--- config.mk ---
export PLATFORM = sky130hd
export DESIGN_NAME = diag_weighted_gram_product
export DESIGN_NICKNAME = d
export VERILOG_FILES = /design/src/hw/rtl/dwgp_pkg.sv /design/src/hw/rtl/dwgp_core.sv /design/src/hw/rtl/diag_weighted_gram_product.sv
export VERILOG_INCLUDE_DIRS = /design/src /design/src/hw/rtl
export SDC_FILE = /design/constraint.sdc
export NUM_CORES = 2
export LEC_CHECK = 0
export BUFFER_PORTS_ARGS = -buffer_cell sky130_fd_sc_hd__buf_2
export CAP_MARGIN = 10
export CORE_ASPECT_RATIO = 0.9
export CORE_MARGIN = 2
export CORE_UTILIZATION = 65
export DETAILED_ROUTE_END_ITERATION = 12
export GPL_ROUTABILITY_DRIVEN = 1
export MAX_ROUTING_LAYER = met4
export PLACE_DENSITY_LB_ADDON = 0.25
export SKIP_LAST_GASP = 1
export SYNTH_ARGS = -nofsm -noshare
export SYNTH_HDL_FRONTEND = slang
export SYNTH_SLANG_ARGS = --single-unit
--- constraint.sdc ---
create_clock -name clk_i -period 13 [get_ports clk_i]
set_input_delay 0.65 -clock clk_i [delete_from_list [all_inputs] [get_ports clk_i]]
set_output_delay 0.65 -clock clk_i [all_outputs]
set_load 0.02 [all_outputs]
--- src/hw/rtl/diag_weighted_gram_product_assert.svh ---
// Assertion macros for the weighted Gram product block.
// Each macro expects clk_i and rst_ni to be visible where it is used.
`ifndef DIAG_WEIGHTED_GRAM_PRODUCT_ASSERT_SVH
`define DIAG_WEIGHTED_GRAM_PRODUCT_ASSERT_SVH

`ifndef ASSERT_OFF
// Checked only while out of reset.
`define DWGP_ASSERT(name, prop, msg) \
  name: assert property (@(posedge clk_i) disable iff (!rst_ni) prop) else $error(msg);
// Checked at every edge, reset included.
`define DWGP_ASSERT_ALWAYS(name, prop, msg) \
  name: assert property (@(posedge clk_i) prop) else $error(msg);
`else
`define DWGP_ASSERT(name, prop, msg)
`define DWGP_ASSERT_ALWAYS(name, prop, msg)
`endif

`endif

--- src/hw/rtl/dwgp_pkg.sv ---
`timescale 1ns / 1ps

package dwgp_pkg;

  // Store geometry.
  localparam int unsigned MAX_ROWS = 8;
  localparam int unsigned MAX_COLS = 8;
  localparam int unsigned IDX_W    = 3;
  localparam int unsigned DIM_W    = 4;
  localparam int unsigned VAL_W    = 16;
  localparam int unsigned PROD2_W  = 2 * VAL_W;
  localparam int unsigned PROD3_W  = 3 * VAL_W;
  localparam int unsigned ACC_W    = 50;

  // Item kinds.
  localparam logic [1:0] KIND_LOAD_A  = 2'd0;
  localparam logic [1:0] KIND_LOAD_W  = 2'd1;
  localparam logic [1:0] KIND_COMPUTE = 2'd2;

  // Configuration register indexes.
  localparam logic REG_ROWS = 1'b0;
  localparam logic REG_COLS = 1'b1;

  typedef enum logic [1:0] {
    ST_IDLE,
    ST_ISSUE,
    ST_WAIT
  } dwgp_state_e;

  // Sideband that travels down the pipeline with each read.
  typedef struct packed {
    logic             first;
    logic             last_k;
    logic [IDX_W-1:0] row;
    logic [IDX_W-1:0] col;
    logic             last_pair;
  } dwgp_tag_t;

  typedef struct packed {
    logic             valid;
    logic [IDX_W-1:0] ka;
    logic [IDX_W-1:0] kb_row;
    logic [IDX_W-1:0] k;
    dwgp_tag_t        tag;
  } dwgp_issue_t;

  typedef struct packed {
    logic               mat_we;
    logic               wgt_we;
    logic [IDX_W-1:0]   row;
    logic [IDX_W-1:0]   col;
    logic [VAL_W-1:0]   data;
  } dwgp_wr_t;

  typedef struct packed {
    logic             valid;
    logic [IDX_W-1:0] row;
    logic [IDX_W-1:0] col;
    logic             last;
    logic [ACC_W-1:0] product;
  } dwgp_res_t;

  // Register value of zero counts as one, anything above the maximum as the maximum.
  function automatic logic [DIM_W-1:0] clamp_dim(input logic [DIM_W-1:0] v,
                                                 input logic [DIM_W-1:0] maxv);
    logic [DIM_W-1:0] r;
    r = v;
    if (v == '0) begin
      r = DIM_W'(1);
    end else if (v > maxv) begin
      r = maxv;
    end
    return r;
  endfunction

endpackage

--- src/hw/rtl/dwgp_core.sv ---
`timescale 1ns / 1ps

module dwgp_core import dwgp_pkg::*; (
  input  logic        clk_i,
  input  logic        rst_ni,
  input  dwgp_wr_t    wr_i,
  input  dwgp_issue_t iss_i,
  output dwgp_res_t   res_o,
  output logic        busy_o
);

  // Matrix store with two read ports and weight store with one.
  logic [VAL_W-1:0] mat_mem [MAX_ROWS*MAX_COLS];
  logic [VAL_W-1:0] wgt_mem [MAX_COLS];

  logic signed [VAL_W-1:0] a_rd_q, b_rd_q, w_rd_q;

  always_ff @(posedge clk_i) begin
    if (wr_i.mat_we) begin
      mat_mem[{wr_i.row, wr_i.col}] <= wr_i.data;
    end
    if (wr_i.wgt_we) begin
      wgt_mem[wr_i.col] <= wr_i.data;
    end
    a_rd_q <= mat_mem[{iss_i.ka, iss_i.k}];
    b_rd_q <= mat_mem[{iss_i.kb_row, iss_i.k}];
    w_rd_q <= wgt_mem[iss_i.k];
  end

  // Stage valids.
  logic s1_vld_q, s2_vld_q, s3_vld_q;
  dwgp_tag_t s1_tag_q, s2_tag_q, s3_tag_q;

  always_ff @(posedge clk_i or negedge rst_ni) begin
    if (!rst_ni) begin
      s1_vld_q <= 1'b0;
      s2_vld_q <= 1'b0;
      s3_vld_q <= 1'b0;
    end else begin
      s1_vld_q <= iss_i.valid;
      s2_vld_q <= s1_vld_q;
      s3_vld_q <= s2_vld_q;
    end
  end

  // First product A(i,k)*A(j,k), then the weight, each behind a register.
  logic signed [PROD2_W-1:0] p_q;
  logic signed [VAL_W-1:0]   w2_q;
  logic signed [PROD3_W-1:0] t_q;
  logic signed [ACC_W-1:0]   acc_q;
  logic signed [ACC_W-1:0]   acc_sum;

  always_ff @(posedge clk_i) begin
    s1_tag_q <= iss_i.tag;
    s2_tag_q <= s1_tag_q;
    s3_tag_q <= s2_tag_q;
    p_q      <= a_rd_q * b_rd_q;
    w2_q     <= w_rd_q;
    t_q      <= p_q * w2_q;
    if (s3_vld_q) begin
      acc_q <= acc_sum;
    end
  end

  // Accumulate; the first term of a pair restarts the sum.
  always_comb begin
    acc_sum = (s3_tag_q.first ? '0 : acc_q)
            + {{(ACC_W-PROD3_W){t_q[PROD3_W-1]}}, t_q};
  end

  assign res_o.valid   = s3_vld_q && s3_tag_q.last_k;
  assign res_o.row     = s3_tag_q.row;
  assign res_o.col     = s3_tag_q.col;
  assign res_o.last    = s3_tag_q.last_pair;
  assign res_o.product = acc_sum;
  assign busy_o        = s1_vld_q || s2_vld_q || s3_vld_q;

endmodule

--- src/hw/rtl/diag_weighted_gram_product.sv ---
`timescale 1ns / 1ps

// Computes C = A * diag(w) * A^T over signed Q3.12 values, with exact sums kept as
// 50-bit signed words carrying 36 fractional bits. Load beats (matrix element or
// weight) are accepted back to back. A compute beat holds the input side until the
// final result element has been produced; elements leave in row-major order, the
// final one flagged by last_o. Each result element takes cols_in_use reads from the
// dual-read matrix memory, then passes through the read, the two multiply stages
// (the second feeding the accumulator) and the hand-off from the output register.
// Reading an element that was never loaded gives an unspecified value.

`include "diag_weighted_gram_product_assert.svh"

module diag_weighted_gram_product import dwgp_pkg::*; (
  input  logic                    clk_i,
  input  logic                    rst_ni,
  input  logic                    cfg_we_i,
  input  logic                    cfg_index_i,
  input  logic [DIM_W-1:0]        cfg_wdata_i,
  input  logic                    in_valid_i,
  output logic                    in_ready_o,
  input  logic [1:0]              kind_i,
  input  logic [IDX_W-1:0]        row_index_i,
  input  logic [IDX_W-1:0]        col_index_i,
  input  logic signed [VAL_W-1:0] value_i,
  output logic                    out_valid_o,
  input  logic                    out_ready_i,
  output logic [IDX_W-1:0]        out_row_o,
  output logic [IDX_W-1:0]        out_col_o,
  output logic signed [ACC_W-1:0] product_o,
  output logic                    last_o
);

  // Configuration registers.
  logic [DIM_W-1:0] rows_q, cols_q;

  always_ff @(posedge clk_i or negedge rst_ni) begin
    if (!rst_ni) begin
      rows_q <= DIM_W'(MAX_ROWS);
      cols_q <= DIM_W'(MAX_COLS);
    end else if (cfg_we_i) begin
      unique case (cfg_index_i)
        REG_ROWS: rows_q <= cfg_wdata_i;
        REG_COLS: cols_q <= cfg_wdata_i;
        default:  rows_q <= rows_q;
      endcase
    end
  end

  logic [DIM_W-1:0] nr, nc;
  logic [IDX_W-1:0] nr_last, nc_last;

  assign nr      = clamp_dim(rows_q, DIM_W'(MAX_ROWS));
  assign nc      = clamp_dim(cols_q, DIM_W'(MAX_COLS));
  assign nr_last = IDX_W'(nr - DIM_W'(1));
  assign nc_last = IDX_W'(nc - DIM_W'(1));

  dwgp_state_e state_q, state_d;
  logic [IDX_W-1:0] i_q, i_d, j_q, j_d, k_q, k_d;
  logic out_valid_q;
  logic in_beat, compute_beat, issue_en;
  dwgp_wr_t    wr;
  dwgp_issue_t iss;
  dwgp_res_t   res;
  logic        core_busy;

  assign in_beat      = in_valid_i && in_ready_o;
  assign compute_beat = in_beat && (kind_i == KIND_COMPUTE);

  // A new result element starts only once the output register is free.
  assign issue_en = (state_q == ST_ISSUE) && ((k_q != '0) || !out_valid_q);

  // Next state.
  always_comb begin
    state_d = state_q;
    unique case (state_q)
      ST_IDLE: begin
        if (compute_beat) begin
          state_d = ST_ISSUE;
        end
      end
      ST_ISSUE: begin
        if (issue_en && (k_q == nc_last)) begin
          state_d = ST_WAIT;
        end
      end
      ST_WAIT: begin
        if (res.valid) begin
          state_d = res.last ? ST_IDLE : ST_ISSUE;
        end
      end
      default: state_d = ST_IDLE;
    endcase
  end

  // Outputs of the sequencer: input ready, store writes and memory reads.
  always_comb begin
    in_ready_o     = (state_q == ST_IDLE);
    wr.mat_we      = in_beat && (kind_i == KIND_LOAD_A);
    wr.wgt_we      = in_beat && (kind_i == KIND_LOAD_W);
    wr.row         = row_index_i;
    wr.col         = col_index_i;
    wr.data        = value_i;
    iss.valid      = issue_en;
    iss.ka         = i_q;
    iss.kb_row     = j_q;
    iss.k          = k_q;
    iss.tag.first  = (k_q == '0);
    iss.tag.last_k = (k_q == nc_last);
    iss.tag.row    = i_q;
    iss.tag.col    = j_q;
    iss.tag.last_pair = (i_q == nr_last) && (j_q == nr_last);
  end

  // Loop counters: k innermost, then j, then i.
  always_comb begin
    i_d = i_q;
    j_d = j_q;
    k_d = k_q;
    if (compute_beat) begin
      i_d = '0;
      j_d = '0;
      k_d = '0;
    end else if (issue_en) begin
      if (k_q == nc_last) begin
        k_d = '0;
        if (j_q == nr_last) begin
          j_d = '0;
          i_d = (i_q == nr_last) ? '0 : i_q + IDX_W'(1);
        end else begin
          j_d = j_q + IDX_W'(1);
        end
      end else begin
        k_d = k_q + IDX_W'(1);
      end
    end
  end

  always_ff @(posedge clk_i or negedge rst_ni) begin
    if (!rst_ni) begin
      state_q <= ST_IDLE;
      i_q     <= '0;
      j_q     <= '0;
      k_q     <= '0;
    end else begin
      state_q <= state_d;
      i_q     <= i_d;
      j_q     <= j_d;
      k_q     <= k_d;
    end
  end

  dwgp_core u_core (
    .clk_i  (clk_i),
    .rst_ni (rst_ni),
    .wr_i   (wr),
    .iss_i  (iss),
    .res_o  (res),
    .busy_o (core_busy)
  );

  // Output register, holding a result beat until the sink takes it.
  always_ff @(posedge clk_i or negedge rst_ni) begin
    if (!rst_ni) begin
      out_valid_q <= 1'b0;
    end else if (res.valid) begin
      out_valid_q <= 1'b1;
    end else if (out_ready_i) begin
      out_valid_q <= 1'b0;
    end
  end

  always_ff @(posedge clk_i) begin
    if (res.valid) begin
      out_row_o <= res.row;
      out_col_o <= res.col;
      last_o    <= res.last;
      product_o <= res.product;
    end
  end

  assign out_valid_o = out_valid_q;

  // A finished element never lands on a result still waiting.
  `DWGP_ASSERT(a_no_overwrite, res.valid |-> !out_valid_q, "result overwrote pending beat")
  // The run ends right after its final element.
  `DWGP_ASSERT(a_last_ends_run, (res.valid && res.last) |=> (state_q == ST_IDLE), "run did not end")
  // Nothing is left in the pipeline once the block is idle.
  `DWGP_ASSERT(a_idle_drained, (state_q == ST_IDLE) |-> !core_busy, "pipeline busy while idle")

endmodule

# == Word level (Yosys, flattened, before mapping) ==
# Memories as Yosys holds them, arrays and structs flattened. A register that Yosys moved wholly into a read port is not among the register bits.
# Index checks and enable logic that the tools add are counted.
# totals
register_bits,253
ramBits,1152
input_bits,34
out_inout_bits,59
mem_count,2
# memory_table
memory,words,word_bits,read_ports,rd_ports_with_merged_regs,wr,line,rtl
u_core.mat_mem,64,16,2,2,1,dwgp_core.sv:13,logic [VAL_W-1:0] mat_mem [MAX_ROWS*MAX_COLS];
u_core.wgt_mem,8,16,1,1,1,dwgp_core.sv:14,logic [VAL_W-1:0] wgt_mem [MAX_COLS];
# op_classes
addsub,6
mul,2
order_cmp,2
n_eq_ne,10
muxes,28
n_bitwise,1
n_reduce_logical,25
# ops
operator,count
adder 50 bit,1
two-way mux 50 bit,1
multiplier 32 x 16 -> 48 bit,1
two-way mux 3 bit,16
multiplier 16 x 16 -> 32 bit,1
"adder 3 x 1 -> 3 bit, second input constant",3
== test 3 bit,3
"> comparator 4 bit, second input constant",2
logical AND 1 bit,8
logical NOT 4 bit,2
nonzero test 2 bit,4
two-way mux 1 bit,7
two-way mux 2 bit,3
one-hot mux 2 bit (3 select lines),1
AND reduction 2 bit,3
AND reduction 3 bit,2
"subtractor 3 x 1 -> 3 bit, second input constant",2
"== test 2 x 1 -> 1 bit, second input constant",2
"== test 2 bit, second input constant",2
logical NOT 2 bit,2
"inequality test 2 x 1 -> 1 bit, second input constant",2
logical NOT 3 bit,1
nonzero test 3 bit,1
"inequality test 2 bit, second input constant",1
3 further kinds,3

# == Depth between registers and ports, before layout ==
# depth
depth_word,10
mapped_depth,25
ltp_nobuf,24

# == By module ==
# From an unflattened synthesis, not the netlist that was laid out.
# hier_totals
cells_unflattened,6097
hier_area_um2,84199.5
# modules_own_cells
module,n_inst,cells_each,area_each_um2,seq_area_each_um2
dwgp_core,1,5919,81195.4,39593.0
diag_weighted_gram_product,1,178,3004.1,2214.6

# == Worst setup path before layout ==
# Ideal clock, no wire load.
# synth_timing
path_type,reg-to-reg
start,"register u_core.a_rd_q[14], read port of u_core.mat_mem"
end,register u_core.p_q[31]
setup_ns,0.072
t_arrival_ns,5.942
required_time_ns,12.928
setup_slack_ns,6.986
stages_incl_launch_ff,25
synth_period_minus_slack_ns,6.014
cell_sequence,dfxtp_1 > clkbuf_1 > nand2_1 > fa_1 > inv_1 > fa_1 > inv_1 > fa_1 > inv_1 > fa_1 > inv_1 > fa_1 > inv_1 > fa_1 > ha_1 > a21o_1 > a21o_1 > a21oi_1 > o21ai_0 > nor2b_1 > o41a_1 > o41ai_2 > o21bai_1 > a21oi_1 > xnor2_1
# synth_via
elab_chain_len,1
# synth_rtl
element,line,rtl
from (decl),dwgp_core.sv:16,"logic signed [VAL_W-1:0] a_rd_q, b_rd_q, w_rd_q;"
multiplier 16 x 16 -> 32 bit,dwgp_core.sv:57,p_q <= a_rd_q * b_rd_q;
to (signal assigned),dwgp_core.sv:57,
to (decl),dwgp_core.sv:47,logic signed [PROD2_W-1:0] p_q;
# Every way passes these cells.
# A chain may end at the register's enable or synchronous reset.

# == Worst setup path in the final report ==
# layout_timing
start,register u_core.w2_q[5]
end,register u_core.t_q[41]
# layout_via
elab_chain_len,1
# layout_rtl
element,line,rtl
from (decl),dwgp_core.sv:48,logic signed [VAL_W-1:0] w2_q;
from (signal assigned),dwgp_core.sv:58,w2_q <= w_rd_q;
multiplier 32 x 16 -> 48 bit,dwgp_core.sv:59,t_q <= p_q * w2_q;
to (signal assigned),dwgp_core.sv:59,
to (decl),dwgp_core.sv:49,logic signed [PROD3_W-1:0] t_q;
# Every way passes these cells.

==> metrics.cfg <==
[outcome]
outcome=complete, no violations

[cells_and_area]
final_area_um2=90600
fin_cells=7924
synthToLayoutAreaGrowth_pct=8.49
final_nets=7140
layout-drive-gt1-share_pct=13.8

[sta]
max_clock_freq_mhz=140
finalHoldViolCount=0
slew_headroom_pct=14.4
min_period_ns=7.13
slew_viol_final=0
finalSetupViolCount=0
fin_crit_sh_pct=54.8
rsz0062_at_grt=false
clock_skew_ns=0.0385
fin_setup_tns_ns=0
tightest_slew_ns=1.28

[cts]
cts-root-buf=clkbuf_16
cts_buffer_depth=3
cts_buffers=145
cts_num_sinks=1453
h-tree-depth=4
clk_latency_ns=0.79
clkSlewWorstSetupHoldPaths_ns=0.07
cts_tree=done

[flow_run]
drv_cap=0

[synthesis]
synth_compound_area_share_pct=3.48
muxShareOfSynthArea_pct=10.6
synthXorXnorAreaFrac_pct=1.46
syn_avg_cell_area_um2=13.9
syn_nets=7035
ys_warn_count=0
ys_types=83
synthArstFlopShare_pct=1.58
synth_top_family_by_area=adder cells
syn_inst=6001
synth_edf_count=1259
ys_ff_latch=1453
synth_adder_area_share_pct=21.7
syn_area_um2=83500
ys_seq_area_share_pct=50.1
yosys.area_share.simple_pct=7.41
synth_flop_cell=edfxtp_1

[floorplan]
die_height_um=344
initial_core_util_pct=65.6
fp.dieW_um=382
rows=124
num_io_pins=93
core_area_um2=127000
die_area_um2=131000

[critical_path]
startpoint=u_core.w2_q[5]
path_cells=and2_1, fa_1, inv_1, fa_1, fa_1, inv_1, fa_1, fa_1, inv_1, fa_1, inv_1, ha_1, a21oi_1, o221ai_1, a21o_1, o2111ai_1, a21oi_1, o31ai_2, a21oi_2, a21oi_1, o21ai_0, xor2_1
crit_fanout=32
max_stage_delay_ns=1.10
r2r_start=u_core.w2_q[5]
path_class=reg -> reg
cp_common_cell=fa_1
critPathArrivalTime_ns=7.79
cp_slowest_cell=dfxtp_1
critical-path-top-delay-family=adder cells
critPathRequiredTime_ns=13.66
startpoint_type=register
endpoint_kind=register
path_buf_inv=4

[global_route]
grt_overflow=0
grt_max_degree=128
track_usage_pct=32.9
first_global_vias=50700
antenna_found_initial=6
grt_pass1_wl_um=310000

[routing]
vias_per_cell=6.14
wl_per_cell_um=25.6
first_pass_iters=6
ant_nets=0
routed_wl_um=203000
drcViolationCount=0
via_count=48700
drt-initial-drc-count=5599

[worst_hold_path]
hp-class=in -> reg
hp-start=out_ready_i

[placed_design]
placed_cells=7659
io_buffers=92
dpl_cell_area_um2=86000
hpwlAfterDp_um=133000
gp_congestion=0.917

[Yosys cell counts, types with 3 or more instances]
library cell / count / area (um^2)
and3_1: 10 / 62.6
a21oi_1: 185 / 926
dfxtp_1: 171 / 3420
a21o_1: 52 / 390
o21bai_1: 11 / 82.6
nand3b_1: 6 / 45.0
buf_1: 29 / 109
o21a_1: 11 / 82.6
o211ai_1: 7 / 52.6
nand4_1: 15 / 93.8
o2111ai_1: 3 / 26.3
or3_1: 6 / 37.5
clkbuf_2: 3 / 15.0
buf_2: 30 / 150
xnor2_1: 102 / 893
ha_1: 251 / 3140
dfrtp_1: 21 / 526
o21ai_1: 5 / 25.0
a22oi_1: 3 / 22.5
or2_2: 6 / 37.5
nand2_1: 558 / 2090
edfxtp_1: 1259 / 37800
nand2b_1: 32 / 200
clkbuf_1: 191 / 717
inv_1: 896 / 3360
nor2_1: 239 / 897
fa_1: 749 / 15000
a211oi_1: 10 / 75.1
mux2_2: 88 / 991
nor2b_1: 70 / 438
a31oi_1: 10 / 62.6
a211o_1: 3 / 26.3
nor3_1: 20 / 100
and2_1: 304 / 1900
xor2_1: 37 / 324
mux4_2: 320 / 7210
a21oi_2: 3 / 26.3
o31ai_1: 6 / 45.0
and4_1: 3 / 26.3
o21ai_0: 124 / 621
nor3b_1: 3 / 22.5
mux2i_1: 66 / 661
nand3_1: 26 / 130
[cells by family after synthesis]
kind of cell / count (synthesis)
simple gates: 1310
flops: 1453
buf+inv: 1153
compound gates: 472
xor+xnor: 139
mux: 474
fa+ha+maj: 1000
[worst register-to-register path, stage by stage (launching register included)]
cell	delay (ns)
dfxtp_1	1.10
and2_1	0.29
fa_1	0.42
inv_1	0.09
fa_1	0.43
fa_1	0.51
inv_1	0.06
fa_1	0.49
fa_1	0.49
inv_1	0.05
fa_1	0.47
inv_1	0.04
ha_1	0.36
a21oi_1	0.26
o221ai_1	0.15
a21o_1	0.22
o2111ai_1	0.28
a21oi_1	0.20
o31ai_2	0.41
a21oi_2	0.17
a21oi_1	0.25
o21ai_0	0.12
xor2_1	0.15
[metrics by stage]
| step | util (%) | setup WS (ns) | hold slack, ns |
|---|---|---|---|
| global route | 71.2 | 5.48 | 0.0618 |
| global placement | 67.6 | 6.00 | 0.310 |
| floorplan | - | 6.99 | 0.310 |
| detailed placement | 67.6 | 5.91 | 0.312 |
| finish | 71.2 | 5.87 | 0.0696 |
| CTS | 71.2 | 5.91 | 0.0296 |
[area by class of cell]
class	instances	area, um^2
flip-flops and latches	1453	41800
multi-input cells	3395	37300
fillers	8132	36600
clock buffers	187	3840
inverters	897	3370
well taps	1701	2130
repair buffers	214	1400
clock inverters	74	689
diodes	3	7.51
[final timing paths]
kind	endpoint	slack, ns	cells past startpoint
min in group asynchronous	i_q[1]	0.42	2
max reg2reg	u_core.t_q[41]	5.87	22
max	u_core.t_q[41]	5.87	22
min reg2reg	u_core.res_o[51]	0.32	0
min	out_valid_o	0.07	2
max in group asynchronous	i_q[0]	12.15	2
[registers in the layout (all words and copies together), names as in the netlist, 32 cells and up]
signal	flops
u_core.mat_mem	1024
u_core.wgt_mem	128
product_o	50
u_core.acc_q	50
u_core.t_q	48
u_core.p_q	32
[timing repair]
| item | CTS | global route |
|---|---|---|
| gates resized for setup | 0 | 0 |
| setup buffers | 0 | 0 |
| endpoints found under the hold margin | 21 | 0 |
| hold buffers | 1 | 0 |
[routing by layer]
layer	GRT usage [%]	part of all wire [%]	vias up	routed length [um]
li1	-	-	20600	-
met1	44.0	38	24800	77300
met2	50.6	47	2744	95900
met3	6.60	10	467	20600
met4	12.9	4.4	0	8900
met5	-	0	-	0
[placed cells by master (no fill, tap or decap), types with 27 or more instances in the layout]
cell type  count
clkinv_1      27
a21o_1        52
ha_1         251
xor2_1        37
mux2_2        88
mux4_2       320
buf_4        119
a21oi_1      185
dfxtp_1      170
o21ai_0      124
nor2_1       235
xnor2_1      102
nand2b_1      32
mux2i_1       66
inv_1        895
buf_2         92
nor2b_1       70
clkbuf_16    146
fa_1         749
edfxtp_1    1259
clkbuf_1      38
nand2_1      558
and2_1       304
Power is not shown: default switching activity piles up to over one toggle a cycle in this logic, so the estimate is an artifact.
